## src/spnt_pkg.sv

```systemverilog
// Package for the sustain pedal note tracker: command codes, fixed field widths
// and the control/status structs between controller and datapath. No dependencies.
package spnt_pkg;

    // Fixed widths of the item fields
    localparam int CMD_W  = 3;
    localparam int CHAN_W = 4;
    localparam int KEY_W  = 7;

    // Command codes (6 and 7 are unused and do nothing)
    localparam logic [CMD_W-1:0] CMD_KEY_DOWN = 3'd0;
    localparam logic [CMD_W-1:0] CMD_KEY_UP   = 3'd1;
    localparam logic [CMD_W-1:0] CMD_PEDAL    = 3'd2;
    localparam logic [CMD_W-1:0] CMD_RELEASE  = 3'd3;
    localparam logic [CMD_W-1:0] CMD_CLEAR    = 3'd4;
    localparam logic [CMD_W-1:0] CMD_QUERY    = 3'd5;

    // Controller to datapath
    typedef struct packed {
        logic load;     // capture the input item, reset counter and answers
        logic step;     // process the channel row at the walk counter
        logic publish;  // copy the answers into the output register
    } spnt_ctrl_t;

    // Datapath to controller
    typedef struct packed {
        logic last_ch;  // walk counter sits on the last channel
    } spnt_stat_t;

endpackage

```

## src/spnt_ctrl.sv

```systemverilog
// Controller of the sustain pedal note tracker: walks every channel row once per item.
// Depends on spnt_pkg.
module spnt_ctrl (
    input  logic                clk,
    input  logic                rst_n,
    input  logic                in_valid,
    output logic                in_ready,
    output logic                out_valid,
    input  logic                out_ready,
    input  spnt_pkg::spnt_stat_t stat,
    output spnt_pkg::spnt_ctrl_t ctrl
);
    import spnt_pkg::*;

    typedef enum logic [1:0] {
        ST_IDLE,
        ST_WALK,
        ST_FINISH
    } state_t;

    state_t state_reg;
    state_t state_next;
    logic   out_valid_reg;
    logic   out_valid_next;

    // Handshake and control strobe decode
    always_comb
    begin
        in_ready     = (state_reg == ST_IDLE);
        ctrl.load    = in_valid && in_ready;
        ctrl.step    = (state_reg == ST_WALK);
        ctrl.publish = (state_reg == ST_FINISH) && (!out_valid_reg || out_ready);
    end

    // Next state and output valid
    always_comb
    begin
        state_next     = state_reg;
        out_valid_next = out_valid_reg;
        if (out_ready)
        begin
            out_valid_next = 1'b0;
        end
        case (state_reg)
            ST_IDLE:
            begin
                if (ctrl.load)
                begin
                    state_next = ST_WALK;
                end
            end
            ST_WALK:
            begin
                if (stat.last_ch)
                begin
                    state_next = ST_FINISH;
                end
            end
            ST_FINISH:
            begin
                if (ctrl.publish)
                begin
                    out_valid_next = 1'b1;
                    state_next     = ST_IDLE;
                end
            end
            default:
            begin
                state_next = ST_IDLE;
            end
        endcase
    end

    // State and registered outputs
    always_ff @(posedge clk or negedge rst_n)
    begin
        if (!rst_n)
        begin
            state_reg     <= ST_IDLE;
            out_valid_reg <= 1'b0;
        end
        else
        begin
            state_reg     <= state_next;
            out_valid_reg <= out_valid_next;
        end
    end

    assign out_valid = out_valid_reg;

endmodule

```

## config.mk

```make
export PLATFORM = sky130hd
export DESIGN_NAME = spnt_ctrl
export DESIGN_NICKNAME = d
export VERILOG_FILES = /design/src/spnt_pkg.sv /design/src/spnt_ctrl.sv
export SDC_FILE = /design/constraint.sdc
export NUM_CORES = 1
export LEC_CHECK = 0
export BUFFER_PORTS_ARGS = -buffer_cell sky130_fd_sc_hd__buf_2
export CAP_MARGIN = 25
export CORE_AREA = 2 2 39 41
export CTS_CLUSTER_DIAMETER = 60
export DETAILED_ROUTE_END_ITERATION = 10
export DIE_AREA = 0 0 41 43
export PLACE_DENSITY_LB_ADDON = 0.3
export SETUP_SLACK_MARGIN = 0.02
export SYNTH_ARGS = -nofsm -noshare
export SYNTH_HDL_FRONTEND = slang
export SYNTH_SLANG_ARGS = --single-unit
```

## constraint.sdc

```tcl
create_clock -name clk -period 0.9 [get_ports clk]
set_input_delay 0.135 -clock clk [delete_from_list [all_inputs] [get_ports clk]]
set_output_delay 0.135 -clock clk [all_outputs]
set_load 0.005 [all_outputs]
```

Word level (Yosys, flattened, before mapping)
Cells that the tools add are included.
Word-level totals
  memory bits (writable): 0
  input bits: 5
  output and inout port bits: 5
  bits in latches: 0
  flip-flop bits (word level): 3
  logic and storage cells: 20
  memory bits (read-only): 0
  memories: 0
Cells by class
  shifts and indexed selects: 0
  muxes and demuxes: 7
  $add $sub $neg: 0
  magnitude comparators: 0
  $mul: 0
  div/mod/pow operators: 0
  bitwise gates (word level): 0
  reductions and logical operators: 6
  equal/unequal tests: 5
Operators with widths (number)
  2-bit two-way mux: 3
  2-bit case mux with 3 select lines: 1
  2-bit != test (second input constant): 2
  1-bit two-way mux: 3
  3-bit AND reduction: 1
  2-bit by 1-bit equality test with 1-bit output (second input constant): 1
  2-bit equality test (second input constant): 1
  1-bit logical AND: 2
  2-bit logical NOT: 1
  2-bit by 1-bit != test with 1-bit output (second input constant): 1
  1-bit logical NOT: 1
  1-bit logical OR: 1

Depth between registers and ports, before layout
  depth in word-level cells: 5
  depth in mapped cells: 2
  mapped depth without buffers: 2

Worst setup path after synthesis
Ideal clock, no wire load.
  path kind: register -> output
  start point: reg state_reg[1]
  end point: out ctrl[2] (netlist bit)
  cell stages (with the launch flop): 3
  arrival time: 698 ps
  data required time: 765 ps
  buffers on the path: 0
  slack: 67 ps
  path through: dfrtp_1 > nor2_1 > and2_1
RTL lines
  from (decl): line spnt_ctrl.sv:21  | state_t state_reg;
  from (signal assigned): line spnt_ctrl.sv:84  | state_reg <= state_next;
  to (decl): line spnt_ctrl.sv:11  | output spnt_pkg::spnt_ctrl_t ctrl

==> results.md <==
* Status: finished with violations
* Failing checks: negative setup slack
* Leakage at between 0.15 and 0.2 nW
* Layout cells sized above 1 at 0.697
* Pwr per Cell Area at 3340 nW/um2
* Final Hold Viols at 0
* Ys Warns at 0
* Clock sinks at 3
* Inst Count DP at 40
* Slowest CP cell: dfrtp_1
* Clock latency on the worst-skew pair at about 230 ps
* Largest net degree at the start of global routing at 4
* Worst slew pin tran at about 150 ps
* Clock buffer depth at 2
* Layout area overhead at 124%
* Dominant cell type by area after synthesis: dfrtp_1
* Gr ovfl total at 0
* Die X at a little over 40 um
* Fill count at between 150 and 200
* CTS tree: done
* First DRT Iteration DRCs at 3
* CP cell instances: buf_4 > nor2b_4 > buf_2
* IO Pins at 10
* Syn Inst Count at 13
* Crit-path max FO at 3
* Root Driver: clkbuf_4
* Number of global-route vias before repair at about 190
* H-tree levels at 1
* N_diodes at 0
* Peak VDD IR at about 0.92 mV
* Core area at ~1400 um2
* CP top delay family: flip-flops
* Wirelength, routed at ~440 um
* Initial antenna violation count at 0
* Area contributors post-synth: dfrtp_1 (53%), nor2b_4 (9.7%), nand2b_1 (8.8%)
* Crit Path Class: reg2out
* Power, Total at 0.00106 W
* Vias per cell at approximately 3.6
* Most common library cell in the layout ignoring fill and taps: buf_2
* Wire length per cell at 8.92 um
* Antenna Nets Post-Route at 0
* Min Hold Slack at 113 ps
* Largest register FFs at 2
* CP max stage delay at a little under 400 ps
* Final nets at 39
* Required time of the critical path at between 700 and 800 ps
* Fin crit period at between 1000 and 1500 ps
* DP HPWL at 321 um
* Die area at around 1800 um2
* Synthesized area per cell at approximately 11 um2
* Final Slew Violations at 0
* Seq/Total Area, Yosys at 0.531
* Synthesized cell area at 141 um2
* Initial DRT Pass Iterations at 4
* Post-placement setup slack at -33.9 ps
* Vias at approximately 170
* Die Y at about 43 um
* Num rows at 14
* Crit. End Element: output port
* CP Data Arrival Time at 1000 ps
* Synthesis-stage register bit count at 3
* Post-Layout Cell Count at just under 50
* Gpl congestion at just under 0.6
* Unrepaired setup endpoints after global routing: true
* Worst setup margin at -237 ps
* First-pass GRT wire length at 648 um
* Clk slew on worst S/H paths at 30 ps
* Port buffer count at 9
* F_max at ~0.9 GHz
* Critical path launch point type: flop
* Clk_skew at roughly 3.6 ps
* Most frequent cells in the layout: buf_2 (8), buf_4 (6), clkbuf_4 (3), dfrtp_1 (3)
* Initial core utilization at 0.102
* Max Cap Viol at 0
* Distinct cells, synth at 9
* Syn nets at 18
* GRT Util Overall at 0.0603
* Area share of the leading cell type in the synthesized netlist at 0.531
* Cts bufs inserted at 3
* Buf/Inv on CP at 2
* # DRC at 0
* Hold Crit Class: in2reg
* Part of the cycle the worst path needs at 1.26
* Relative slew slack at 0.897
* Core Util, Final at 0.229
* Setup-failing EPs final at 5
[cell usage after synthesis (all sizes together)]
cell     count
a211oi       1
and2         1
dfrtp        3
nand2        1
nand2b       2
nor2         2
nor2b        2
o2bb2ai      1
[routing by layer]
metal	track usage	vias up	wire length, um
met4	0.0600	0	0
met5	0	-	0
met2	0.0844	14	194
met1	0.0581	77	171
li1	-	83	-
met3	0.0314	0	70
[worst paths after layout]
path	cells past startpoint	endpoint	slack, ps	start
max	3	ctrl[1]	-240	state_reg[0]
min reg2reg	2	out_valid	520	out_valid
max in group asynchronous	2	state_reg[0]	550	rst_n
max reg2reg	4	state_reg[0]	-40	state_reg[0]
min in group asynchronous	2	out_valid	240	rst_n
min	2	state_reg[0]	110	stat
[per-stage QoR]
step | setup TNS [ps] | area (um2)
2_1_floorplan | 0 | 141
3_3_place_gp | -2.73 | 221
3_5_place_dp | -45.7 | 221
4_1_cts | -900 | 314
5_1_grt | -1140 | 317
6_report | -870 | 317
[report_power, final]
part | internal [W] | leakage (nW) | switching (W)
logic | 0.000372 | 0.111 | 0.000211
registers | 0.000195 | 0.0382 | 0.0000448
clock network | 0.000166 | 0.0150 | 0.0000686
total | 0.000734 | 0.164 | 0.000324
[timing repair]
item / 4_1_cts / 5_1_grt
hold buffers: 1 / 0
gates cloned: 0 / 0
endpoints found under the hold margin: 3 / 0
setup endpoints to repair: 5 / 6
gates resized for setup: 5 / 1
pin swaps: 2 / 0
setup buffers: 4 / 0
[area by class of cell]
cell class	count	area (um2)	share of cell area
Timing Repair Buffer	16	106	0.336
Multi-Input combinational cell	10	88.8	0.281
Sequential cell	3	75.1	0.237
Clock buffer	4	26.3	0.0830
Tap cell	16	20.0	0.0632
[kinds of logic after synthesis]
kind of cell | Yosys count | share of synthesized area
AO/OA/AOI/OAI | 2 | 0.115
flip-flops | 3 | 0.531
AND/OR/NAND/NOR | 8 | 0.354
Power figures use the tool's default switching activity.
